--- config.mk ---
export PLATFORM = sky130hd
export DESIGN_NAME = date_time_field_stepper_core
export DESIGN_NICKNAME = d
export VERILOG_FILES = /design/src/hw/rtl/dtfs_pkg.sv /design/src/hw/rtl/dtfs_step.sv /design/src/hw/rtl/dtfs_calc.sv /design/src/hw/rtl/date_time_field_stepper_core.sv
export VERILOG_INCLUDE_DIRS = /design/src /design/src/hw/rtl
export SDC_FILE = /design/constraint.sdc
export NUM_CORES = 1
export LEC_CHECK = 0
export ABC_AREA = 1
export BUFFER_PORTS_ARGS = -buffer_cell sky130_fd_sc_hd__buf_2
export CAP_MARGIN = 15
export CORE_ASPECT_RATIO = 1.1
export CORE_MARGIN = 5
export CORE_UTILIZATION = 34
export DETAILED_ROUTE_END_ITERATION = 12
export HOLD_SLACK_MARGIN = 0.08
export PLACE_DENSITY = 0.52
export SLEW_MARGIN = 10
export SYNTH_ARGS = -nofsm -noshare
export SYNTH_HDL_FRONTEND = slang
export SYNTH_SLANG_ARGS = --single-unit
--- constraint.sdc ---
create_clock -name clk -period 9.8 [get_ports clk]
set_input_delay 0.98 -clock clk [delete_from_list [all_inputs] [get_ports clk]]
set_output_delay 0.98 -clock clk [all_outputs]
set_load 0.02 [all_outputs]
--- src/hw/rtl/date_time_field_stepper_core_macros.svh ---
// ----------------------------------------------------------------------------
// date_time_field_stepper_core_macros
// assertion helpers for the date-time field stepper, empty under synthesis
// ----------------------------------------------------------------------------
`ifndef DATE_TIME_FIELD_STEPPER_CORE_MACROS_SVH
`define DATE_TIME_FIELD_STEPPER_CORE_MACROS_SVH

`ifndef SYNTHESIS
// same-cycle implication, disabled while in reset
`define DTFS_ASSERT_SAME(lbl, clk, rst_n, ante, cons) \
    lbl: assert property (@(posedge clk) disable iff (!rst_n) (ante) |-> (cons)) \
        else $error("dtfs assertion failed");
// next-cycle implication, disabled while in reset
`define DTFS_ASSERT_NEXT(lbl, clk, rst_n, ante, cons) \
    lbl: assert property (@(posedge clk) disable iff (!rst_n) (ante) |=> (cons)) \
        else $error("dtfs assertion failed");
`else
`define DTFS_ASSERT_SAME(lbl, clk, rst_n, ante, cons)
`define DTFS_ASSERT_NEXT(lbl, clk, rst_n, ante, cons)
`endif

`endif

--- src/hw/rtl/dtfs_pkg.sv ---
// ----------------------------------------------------------------------------
// dtfs_pkg
// shared types, tables and calendar helpers for the date-time field stepper
// ----------------------------------------------------------------------------
`timescale 1ns / 1ps

package dtfs_pkg;

    // field selector codes, the two remaining codes are unused selectors
    typedef enum logic [2:0] {
        OP_YEAR   = 3'd0,
        OP_MONTH  = 3'd1,
        OP_DAY    = 3'd2,
        OP_HOUR   = 3'd3,
        OP_MINUTE = 3'd4,
        OP_SECOND = 3'd5
    } op_t;

    typedef struct packed {
        logic [6:0] year;
        logic [3:0] month;
        logic [4:0] day;
        logic [4:0] hour;
        logic [5:0] minute;
        logic [5:0] second;
    } stamp_t;

    localparam logic [6:0] LAST_YEAR   = 7'd99;
    localparam logic [3:0] LAST_MONTH  = 4'd12;
    localparam logic [4:0] LAST_HOUR   = 5'd23;
    localparam logic [5:0] LAST_MINUTE = 6'd59;
    localparam logic [5:0] LAST_SECOND = 6'd59;

    // weekday offset per month (sakamoto style), indexed by month - 1
    localparam logic [2:0] DOW_OFF [12] = '{
        3'd0, 3'd3, 3'd2, 3'd5, 3'd0, 3'd3, 3'd5, 3'd1, 3'd4, 3'd6, 3'd2, 3'd4
    };

    // days before each month in a common year, indexed by month - 1
    localparam logic [8:0] DAYS_BEFORE [12] = '{
        9'd0, 9'd31, 9'd59, 9'd90, 9'd120, 9'd151,
        9'd181, 9'd212, 9'd243, 9'd273, 9'd304, 9'd334
    };

    // within 2000..2099 every fourth year is leap, 2000 included
    function automatic logic is_leap(logic [6:0] yoff);
        return (yoff[1:0] == 2'b00);
    endfunction

    function automatic logic [4:0] month_days(logic [6:0] yoff, logic [3:0] mo);
        logic [4:0] len;
        unique case (mo)
            4'd2:                    len = is_leap(yoff) ? 5'd29 : 5'd28;
            4'd4, 4'd6, 4'd9, 4'd11: len = 5'd30;
            default:                 len = 5'd31;
        endcase
        return len;
    endfunction

endpackage

--- src/hw/rtl/dtfs_step.sv ---
// ----------------------------------------------------------------------------
// dtfs_step
// saturates the incoming date-time and applies one field step with carry; the seconds selector clears seconds
// ----------------------------------------------------------------------------
`timescale 1ns / 1ps

module dtfs_step
(
    input  logic [2:0]      op,
    input  logic            direction,
    input  dtfs_pkg::stamp_t in_stamp,
    output dtfs_pkg::stamp_t out_stamp
);

    dtfs_pkg::stamp_t sat;
    dtfs_pkg::stamp_t day_up;
    dtfs_pkg::stamp_t day_dn;
    logic [6:0]       sat_year;
    logic [3:0]       sat_month;
    logic [4:0]       sat_len;
    logic [6:0]       y_inc;
    logic [6:0]       y_dec;
    logic [3:0]       mo_inc;
    logic [3:0]       mo_dec;
    logic [6:0]       yr_new;
    logic [4:0]       yr_len;
    logic [3:0]       mo_new;
    logic [4:0]       mo_len;
    logic [6:0]       prev_year;
    logic [4:0]       prev_len;

    // year and month saturate first, the day clamp needs both
    assign sat_year  = (in_stamp.year > dtfs_pkg::LAST_YEAR) ? dtfs_pkg::LAST_YEAR
                                                              : in_stamp.year;
    assign sat_month = (in_stamp.month == 4'd0) ? 4'd1 :
                       ((in_stamp.month > dtfs_pkg::LAST_MONTH) ? dtfs_pkg::LAST_MONTH
                                                                : in_stamp.month);
    assign sat_len   = dtfs_pkg::month_days(sat_year, sat_month);

    // saturate out-of-range fields
    always_comb
    begin
        sat       = in_stamp;
        sat.year  = sat_year;
        sat.month = sat_month;
        if (in_stamp.hour > dtfs_pkg::LAST_HOUR)
            sat.hour = dtfs_pkg::LAST_HOUR;
        if (in_stamp.minute > dtfs_pkg::LAST_MINUTE)
            sat.minute = dtfs_pkg::LAST_MINUTE;
        if (in_stamp.second > dtfs_pkg::LAST_SECOND)
            sat.second = dtfs_pkg::LAST_SECOND;
        if (in_stamp.day == 5'd0)
            sat.day = 5'd1;
        else if (in_stamp.day > sat_len)
            sat.day = sat_len;
    end

    // wrapping neighbours of year and month
    assign y_inc  = (sat.year >= dtfs_pkg::LAST_YEAR) ? 7'd0 : sat.year + 7'd1;
    assign y_dec  = (sat.year == 7'd0) ? dtfs_pkg::LAST_YEAR : sat.year - 7'd1;
    assign mo_inc = (sat.month == dtfs_pkg::LAST_MONTH) ? 4'd1 : sat.month + 4'd1;
    assign mo_dec = (sat.month == 4'd1) ? dtfs_pkg::LAST_MONTH : sat.month - 4'd1;

    // field steps clamp the day to the target month
    assign yr_new = direction ? y_dec : y_inc;
    assign yr_len = dtfs_pkg::month_days(yr_new, sat.month);
    assign mo_new = direction ? mo_dec : mo_inc;
    assign mo_len = dtfs_pkg::month_days(sat.year, mo_new);

    // previous day, borrowing into the previous month and year
    assign prev_year = (sat.month == 4'd1) ? y_dec : sat.year;
    assign prev_len  = dtfs_pkg::month_days(prev_year, mo_dec);

    always_comb
    begin
        day_dn = sat;
        if (sat.day > 5'd1)
            day_dn.day = sat.day - 5'd1;
        else
        begin
            day_dn.month = mo_dec;
            day_dn.year  = prev_year;
            day_dn.day   = prev_len;
        end
    end

    // next day, carrying into the next month and year
    always_comb
    begin
        day_up = sat;
        if (sat.day < sat_len)
            day_up.day = sat.day + 5'd1;
        else
        begin
            day_up.day   = 5'd1;
            day_up.month = mo_inc;
            if (sat.month == dtfs_pkg::LAST_MONTH)
                day_up.year = y_inc;
        end
    end

    always_comb
    begin
        out_stamp = sat;
        unique case (dtfs_pkg::op_t'(op))
            dtfs_pkg::OP_YEAR:
            begin
                out_stamp.year = yr_new;
                if (sat.day > yr_len)
                    out_stamp.day = yr_len;
            end
            dtfs_pkg::OP_MONTH:
            begin
                out_stamp.month = mo_new;
                if (sat.day > mo_len)
                    out_stamp.day = mo_len;
            end
            dtfs_pkg::OP_DAY:
                out_stamp = direction ? day_dn : day_up;
            dtfs_pkg::OP_HOUR:
            begin
                if (direction)
                begin
                    if (sat.hour > 5'd0)
                        out_stamp.hour = sat.hour - 5'd1;
                    else
                    begin
                        out_stamp      = day_dn;
                        out_stamp.hour = dtfs_pkg::LAST_HOUR;
                    end
                end
                else
                begin
                    if (sat.hour < dtfs_pkg::LAST_HOUR)
                        out_stamp.hour = sat.hour + 5'd1;
                    else
                    begin
                        out_stamp      = day_up;
                        out_stamp.hour = 5'd0;
                    end
                end
            end
            dtfs_pkg::OP_MINUTE:
            begin
                if (direction)
                begin
                    if (sat.minute > 6'd0)
                        out_stamp.minute = sat.minute - 6'd1;
                    else if (sat.hour > 5'd0)
                    begin
                        out_stamp.minute = dtfs_pkg::LAST_MINUTE;
                        out_stamp.hour   = sat.hour - 5'd1;
                    end
                    else
                    begin
                        out_stamp        = day_dn;
                        out_stamp.minute = dtfs_pkg::LAST_MINUTE;
                        out_stamp.hour   = dtfs_pkg::LAST_HOUR;
                    end
                end
                else
                begin
                    if (sat.minute < dtfs_pkg::LAST_MINUTE)
                        out_stamp.minute = sat.minute + 6'd1;
                    else if (sat.hour < dtfs_pkg::LAST_HOUR)
                    begin
                        out_stamp.minute = 6'd0;
                        out_stamp.hour   = sat.hour + 5'd1;
                    end
                    else
                    begin
                        out_stamp        = day_up;
                        out_stamp.minute = 6'd0;
                        out_stamp.hour   = 5'd0;
                    end
                end
            end
            dtfs_pkg::OP_SECOND:
                out_stamp.second = 6'd0;
            default:
            begin
                // unused selector: increment clears seconds, decrement holds
                if (!direction)
                    out_stamp.second = 6'd0;
            end
        endcase
    end

endmodule

--- src/hw/rtl/dtfs_calc.sv ---
// ----------------------------------------------------------------------------
// dtfs_calc
// weekday and zero-based day of year of a valid date in 2000..2099
// ----------------------------------------------------------------------------
`timescale 1ns / 1ps

module dtfs_calc
(
    input  dtfs_pkg::stamp_t stamp,
    output logic [2:0]       week_day,
    output logic [8:0]       year_day
);

    logic       early;
    logic [6:0] k;
    logic [6:0] base;
    logic [3:0] mo_idx;
    logic [7:0] total;
    logic       leap_adj;

    // mod 7 by folding octal digits, since 8 mod 7 is 1
    function automatic logic [2:0] mod7(logic [7:0] v);
        logic [4:0] f1;
        logic [3:0] f2;
        f1 = {3'b000, v[7:6]} + {2'b00, v[5:3]} + {2'b00, v[2:0]};
        f2 = {2'b00, f1[4:3]} + {1'b0, f1[2:0]};
        return (f2 >= 4'd7) ? 3'(f2 - 4'd7) : f2[2:0];
    endfunction

    assign early  = (stamp.month < 4'd3);
    assign mo_idx = stamp.month - 4'd1;

    // years 2000..2099 reduce to k + k/4 mod 7; january and february of 2000
    // fall back into 1999, which leaves 5
    assign k    = stamp.year - {6'd0, early};
    assign base = (stamp.year == 7'd0 && early) ? 7'd5 : k + {2'b00, k[6:2]};

    assign total    = {1'b0, base} + {5'd0, dtfs_pkg::DOW_OFF[mo_idx]} + {3'd0, stamp.day};
    assign week_day = mod7(total);

    assign leap_adj = dtfs_pkg::is_leap(stamp.year) && !early;
    assign year_day = dtfs_pkg::DAYS_BEFORE[mo_idx] + {8'd0, leap_adj}
                    + {4'd0, stamp.day} - 9'd1;

endmodule

--- src/hw/rtl/date_time_field_stepper_core.sv ---
// ----------------------------------------------------------------------------
// date_time_field_stepper_core
// steps one field of a date-time with full calendar carry and reports the
// weekday and day of year of the result
// a taken start beat passes the input register and the result register, with
// one combinational pass between them, and leaves as the done beat
// throughput: one beat per cycle, busy stays low
// reset: rst_n clears the valid flags, payload registers keep
//   whatever they hold; the receiver cannot stall
// ----------------------------------------------------------------------------
`timescale 1ns / 1ps
`include "date_time_field_stepper_core_macros.svh"

module date_time_field_stepper_core
(
    input  logic       clk,
    input  logic       rst_n,

    // command side
    input  logic       start,
    output logic       busy,
    input  logic [2:0] op,
    input  logic       direction,
    input  logic [6:0] in_year,
    input  logic [3:0] in_month,
    input  logic [4:0] in_day,
    input  logic [4:0] in_hour,
    input  logic [5:0] in_minute,
    input  logic [5:0] in_second,

    // result side, one-cycle strobe
    output logic       done,
    output logic [6:0] out_year,
    output logic [3:0] out_month,
    output logic [4:0] out_day,
    output logic [4:0] out_hour,
    output logic [5:0] out_minute,
    output logic [5:0] out_second,
    output logic [2:0] week_day,
    output logic [8:0] year_day
);

    // stage 1: captured command
    logic             vld1_reg;
    logic [2:0]       op_reg;
    logic             dir_reg;
    dtfs_pkg::stamp_t in_reg;

    // stepped date-time, combinational
    dtfs_pkg::stamp_t step_next;

    // stage 2: result beat
    logic             done_reg;
    dtfs_pkg::stamp_t res_reg;
    logic [2:0]       wday_reg;
    logic [2:0]       wday_next;
    logic [8:0]       yday_reg;
    logic [8:0]       yday_next;

    // length of the delivered month, checked below
    logic [4:0]       day_len;

    // every stage moves each cycle, so a new beat is always welcome
    assign busy = 1'b0;

    // ------------------------------------------------------------------
    // valid pipeline, the only state that reset touches
    // ------------------------------------------------------------------
    always_ff @(posedge clk or negedge rst_n)
    begin
        if (!rst_n)
        begin
            vld1_reg <= 1'b0;
            done_reg <= 1'b0;
        end
        else
        begin
            vld1_reg <= start && !busy;
            done_reg <= vld1_reg;
        end
    end

    // ------------------------------------------------------------------
    // input register: capture the command beat as it is accepted
    // ------------------------------------------------------------------
    always_ff @(posedge clk)
    begin
        if (start && !busy)
        begin
            op_reg         <= op;
            dir_reg        <= direction;
            in_reg.year    <= in_year;
            in_reg.month   <= in_month;
            in_reg.day     <= in_day;
            in_reg.hour    <= in_hour;
            in_reg.minute  <= in_minute;
            in_reg.second  <= in_second;
        end
    end

    // ------------------------------------------------------------------
    // saturate and step; the stepped value is always a valid date-time
    // ------------------------------------------------------------------
    dtfs_step u_step
    (
        .op        (op_reg),
        .direction (dir_reg),
        .in_stamp  (in_reg),
        .out_stamp (step_next)
    );

    // ------------------------------------------------------------------
    // weekday and day of year from the stepped date
    // ------------------------------------------------------------------
    dtfs_calc u_calc
    (
        .stamp    (step_next),
        .week_day (wday_next),
        .year_day (yday_next)
    );

    always_ff @(posedge clk)
    begin
        if (vld1_reg)
        begin
            res_reg  <= step_next;
            wday_reg <= wday_next;
            yday_reg <= yday_next;
        end
    end

    // result ports straight from the output register
    assign done       = done_reg;
    assign out_year   = res_reg.year;
    assign out_month  = res_reg.month;
    assign out_day    = res_reg.day;
    assign out_hour   = res_reg.hour;
    assign out_minute = res_reg.minute;
    assign out_second = res_reg.second;
    assign week_day   = wday_reg;
    assign year_day   = yday_reg;

    assign day_len = dtfs_pkg::month_days(out_year, out_month);

    // ------------------------------------------------------------------
    // assertions
    // ------------------------------------------------------------------
    // an accepted beat leaves the pipeline as exactly one strobe, one stage on
    `DTFS_ASSERT_NEXT(a_accept_to_done, clk, rst_n, vld1_reg, done_reg)
    `DTFS_ASSERT_NEXT(a_no_spurious_done, clk, rst_n, !vld1_reg, !done_reg)
    // the delivered day always fits the delivered month and year
    `DTFS_ASSERT_SAME(a_day_in_month, clk, rst_n, done, (out_day >= 5'd1) && (out_day <= day_len))
    // weekday and day of year stay within their calendar ranges
    `DTFS_ASSERT_SAME(a_calc_range, clk, rst_n, done, (week_day <= 3'd6) && (year_day <= 9'd365))

endmodule
### After elaboration in Yosys (flattened, before gate mapping)

Memory sizes are Yosys's and may differ from the RTL's.
Cells that the tools add are included.

| word-level totals | value |
|---|---|
| register bits | 84 |
| logic and storage cells | 153 |
| bits of input ports | 40 |
| memories | 2 |
| memory bits (read-only) | 192 |

Memory list:

| memory | depth | width | read ports | clocked after Yosys merged registers in | wr ports | line | text |
|---|---|---|---|---|---|---|---|
| (no name shown) | 16 | 9 | 1 | 0 | 0 | dtfs_calc.sv:42 | `assign year_day = dtfs_pkg::DAYS_BEFORE[mo_idx] + {8'd0, leap_adj}` |
| (no name shown) | 16 | 3 | 1 | 0 | 0 | dtfs_calc.sv:38 | `assign total = {1'b0, base} + {5'd0, dtfs_pkg::DOW_OFF[mo_idx]} + {3'd0, stamp.day};` |

| operators by class | value |
|---|---|
| add/subtract/negate cells | 22 |
| $lt $le $gt $ge | 18 |
| mux-type cells | 54 |
| eq/ne operators | 22 |
| bitwise operators | 1 |
| reductions and logical operators | 16 |

Operators by type and width:

| operator | number |
|---|---|
| 2-to-1 mux 33 bit | 3 |
| 2-to-1 mux 7 bit | 7 |
| 2-to-1 mux 5 bit | 9 |
| 2-to-1 mux 11 bit | 4 |
| 2-to-1 mux 21 bit | 2 |
| one-hot mux 5 bit (2 select lines) | 4 |
| one-hot mux 11 bit (3 select lines) | 1 |
| 2-to-1 mux 16 bit | 2 |
| 2-to-1 mux 6 bit | 5 |
| one-hot mux 6 bit (5 select lines) | 1 |
| equality test 4 bit (second input constant) | 7 |
| one-hot mux 7 bit (4 select lines) | 1 |
| one-hot mux 5 bit (5 select lines) | 1 |
| equality test 4 x 3 -> 1 bit (second input constant) | 6 |
| 2-to-1 mux 4 bit | 5 |
| 2-to-1 mux 9 bit | 2 |
| one-hot mux 4 bit (4 select lines) | 1 |
| greater-than comparator 5 bit | 3 |
| zero test 7 bit | 2 |
| equality test 4 x 2 -> 1 bit (second input constant) | 3 |
| greater-than comparator 6 bit (second input constant) | 2 |
| OR reduction 4 bit | 3 |
| adder 5 x 1 -> 5 bit (second input constant) | 2 |
| greater-than comparator 5 x 1 -> 1 bit (second input constant) | 2 |
| 42 further kinds | 55 |

### Longest topological paths before layout

| depth | value |
|---|---|
| depth after elaboration | 27 |
| depth in mapped cells | 71 |
| depth with buffers taken out | 69 |

### Modules after synthesis

A second synthesis with hierarchy kept.

| unflattened totals | value |
|---|---|
| cells, all modules | 1145 |
| area total of the unflattened synthesis | 8293.0 sq um |

Modules (own cells, without submodules):

| module | cells an instance | area each (sq um) | sequential area each (sq um) | instances |
|---|---|---|---|---|
| dtfs_step | 794 | 4031.4 | 0.0 | 1 |
| date_time_field_stepper_core | 86 | 2523.7 | 2512.4 | 1 |
| dtfs_calc | 265 | 1737.9 | 0.0 | 1 |

### Least setup slack after synthesis

Ideal clock, no wire load.

| timing | value |
|---|---|
| kind | reg-to-reg |
| from | reg in_reg[24] (netlist name) |
| to | reg wday_reg[0] (netlist: week_day[0]) (data pin) |
| required time | 9.531 ns |
| cell stages (with the launch flop) | 69 |
| data arrival time | 10.198 ns |
| path slack | -0.667 ns |
| path buffers | 2 |
| setup time | 0.269 ns |
| cell sequence | edfxtp_1 > buf_6 > nand2_2 > inv_2 > o21ai_1 > buf_4 > inv_1 > ha_1 > inv_1 > nand2_1 > nand2_4 > nand2_4 > nor2_4 > ha_1 > or2_2 > nand2_1 > nand3_2 > nand2_1 > (+33 left out) > nand2_1 > nand2_1 > ha_1 > fa_1 > xor2_1 > ha_1 > nand2_1 > nand2_1 > a31oi_1 > xnor2_1 > ha_1 > inv_1 > fa_1 > inv_1 > ha_1 > inv_1 > o22ai_1 > xor2_1 |

RTL lines:

| element | line | text |
|---|---|---|
| from (decl) | date_time_field_stepper_core.sv:47 | `dtfs_pkg::stamp_t in_reg;` |
| to (signal assigned) | date_time_field_stepper_core.sv:127 | `wday_reg <= wday_next;` |
| to (decl) | date_time_field_stepper_core.sv:55 | `logic [2:0] wday_reg;` |

==> run summary <==
Clk root buf - clkbuf_16
Num rows - 61
Cell count after synthesis - 1229
Unrepaired setup endpoints after global routing - yes
P&R area growth vs syn - 20.1%
Nets - 1467
Input/output buffers - 85
Core area - 25300 um2
Avg Inst Size Synth - 7.11 um2
Clk network pwr share - 9.0%
Initial antenna violation count - 0
DRT Wirelength - 25900 um
CTS tree - done
CP arrival - 9.77 ns
Psw - 1870 uW
Status - completed
Die H - 178 um
Min Tclk post-route - 9.66 ns
Commonest cells after routing, fill and taps aside - 299 x nand2_1, 152 x inv_1, 87 x nand3_1, 85 x buf_2, 83 x nor2_1
WS Path Type - flop to flop
Initial DRC Count - 724
Slew Limit Headroom - 31.1%
Die W - 163 um
Worst reg2reg path depth - 64
Drt pass-1 iters - 5
Worst-skew pair later-pin latency - 0.36 ns
Wire per inst - 15.2 um
Int Pwr - 2060 uW
Remaining DRCs - 0
CTS H-tree lvls - 3
Fmax achieved - 103 MHz
WP data required - 9.90 ns
Final ANT Viol Nets - 0
Fin util - 41.4%
Sw frac - 47.6%
Vias in the first global route - 7973
Worst reg2reg path startpoint - in_reg[25]$_DFFE_PP_
Vias/cell - 5.02
Largest net degree at the start of global routing - 60
CP peak stage delay - 0.52 ns
IO Pins - 87
Max_cap viols - 0
Sequential fraction of the synthesis area - 28.8%
Max FFs per register - 33
# fillers - 2686
Via count - 8580
Full die area - 29000 um2
Critical path startpoint category - flop
Commonest non-fill, non-tap cell in the layout - nand2_1
Syn_nets - 1339
Detail Placement HPWL - 19700 um
Hold_ws - 0.391 ns
Worst R2R Setup Slack - 0.14 ns
Overall routing resource usage - 18.0%
Clock transition at the registers of the reported paths - 0.07 ns
Worst Setup End Kind - flop
CP most frequent cell - inv_2
Synth Cell Area - 8740 um2
CTS Buf Count - 9
CP max FO - 8
Clock skew - 0.00921 ns
Logic pwr share - 75.0%
Clock Tree Buf Depth - 2
Hold crit path type - input port to async pin
Initial Utilization - 34.5%
Diode count - 0
GP Congestion - 0.859
Final Hold Vio Count - 0
Layout cells sized above 1 - 23.1%
Crit Reg-Reg Endpoint - week_day[0]$_DFFE_PP_
Pwr/cell area - 374 nW/um2
First-pass GRT wire length - 41900 um
Overflow after GRT - 0
Peak supply drop - 0.000650 V
Count of cell types in the netlist - 61
Reg power frac - 16.0%
Leak pwr - 0.00479 uW
Syn. warnings - 0
Final Power - 3930 uW
Yosys reg bits - 84
Period utilisation layout - 98.6%
Pins Over Slew Limit - 0
Setup violators final - 0
Sink Count - 84
Slowest cell on crit path - edfxtp_1
Worst Tran Pin Value - 1.03 ns
Yosys cell counts (all sizes together):
master	number	area share [%]
o21ai	114	6.6
clkbuf	19	0.82
xnor2	9	0.90
inv	183	8.0
buf	22	1.9
or2	10	0.72
o31ai	5	0.43
a21oi	67	4.1
o221a	1	0.13
nand3	95	5.8
dfrtp	2	0.57
xor2	18	1.9
nand4	24	2.1
nor3	10	0.76
a211oi	2	0.17
edfxtp	82	28
conb	1	0.043
nand3b	1	0.086
a221oi	1	0.10
ha	61	8.7
nor3b	1	0.086
fa	9	2.1
nand2	323	15
nor2	106	5.7
o311ai	2	0.20
a31o	1	0.10
clkinv	6	0.27
a32oi	1	0.10
o2111ai	6	0.60
a41oi	2	0.20
and2	1	0.072
nor4	2	0.14
a31oi	7	0.50
o221ai	2	0.20
o22ai	4	0.29
o211ai	25	2.4
o21a	4	0.34
worst max-delay path by stage:
stage / end / slack, ns / cells after the start / from
floorplan: week_day[0]$_DFFE_PP_ / -0.07 / 68 / in_reg[25]$_DFFE_PP_
global placement: week_day[0]$_DFFE_PP_ / 0.08 / 66 / in_reg[25]$_DFFE_PP_
detailed placement: week_day[0]$_DFFE_PP_ / -0.14 / 66 / in_reg[25]$_DFFE_PP_
CTS: week_day[0]$_DFFE_PP_ / 0.01 / 66 / in_reg[25]$_DFFE_PP_
global route: week_day[0]$_DFFE_PP_ / -0.45 / 66 / in_reg[25]$_DFFE_PP_
finish: week_day[0]$_DFFE_PP_ / 0.14 / 64 / in_reg[25]$_DFFE_PP_
worst max-delay path: cells and delay by family, from the launching register on:
kind,cells,cell delay [ns]
DFF,1,0.52
and+or+nand+nor,23,2.48
buffers and inverters,13,0.81
AOI/OAI and AO/OA,8,1.04
xor gates and xnor gates,4,0.57
adders and majority gates,16,3.94
timing repair:
| item | CTS | global route |
|---|---|---|
| setup endpoints to repair | 3 | 3 |
| setup buffers | 8 | 9 |
| gates resized for setup | 3 | 27 |
| pin swaps | 13 | 38 |
| hold buffers | 0 | 0 |
power by group through the flow:
| stage | combinational [uW] | clock (uW) | sequential (uW) |
|---|---|---|---|
| after detailed placement | 2750 | 0 | 638 |
| after CTS | 2790 | 365 | 630 |
| after floorplan | 2110 | 0 | 693 |
| after global placement | 2710 | 0 | 637 |
| after global routing | 3430 | 378 | 635 |
| final | 2950 | 354 | 629 |
metrics by stage:
stage	std cells	cell area (um2)	setup slack (ns)	setup TNS, ns
2_1_floorplan	1229	8910	-0.0692	-0.105
3_3_place_gp	1675	9950	0.0838	0
3_5_place_dp	1675	9950	-0.138	-0.307
4_1_cts	1699	10300	0.0137	0
5_1_grt	1708	10500	-0.447	-1.32
6_report	1708	10500	0.137	0
cell families after synthesis:
logic type	synth area share, %
AOI/OAI and AO/OA	16.5
other	0.0429
and+or+nand+nor	30.2
buffers and inverters	11.0
adders and majority gates	10.8
DFF	28.8
xor gates and xnor gates	2.79
per-layer routing:
metal  part of all wire, %  track usage (%)  routed length (um)  vias to the layer above
li1                      -                -                   -                     4361
met1                    45             24.4               11700                     3942
met5                     0                0                   0                        -
met3                   5.8             2.20                1500                       28
met2                    47             30.6               12200                      249
met4                   1.7             4.68                 441                        0
cell type report:
class,instances,area (um2),share of cell area [%]
multi-input cells,915,5550,52.9
flip-flops and latches,84,2510,24.0
repair buffers,158,973,9.28
inverters,189,729,6.95
well taps,346,433,4.13
clock buffers,9,225,2.15
clock inverters,7,65.1,0.620
Note: power is estimated with default switching activity, not from simulation.
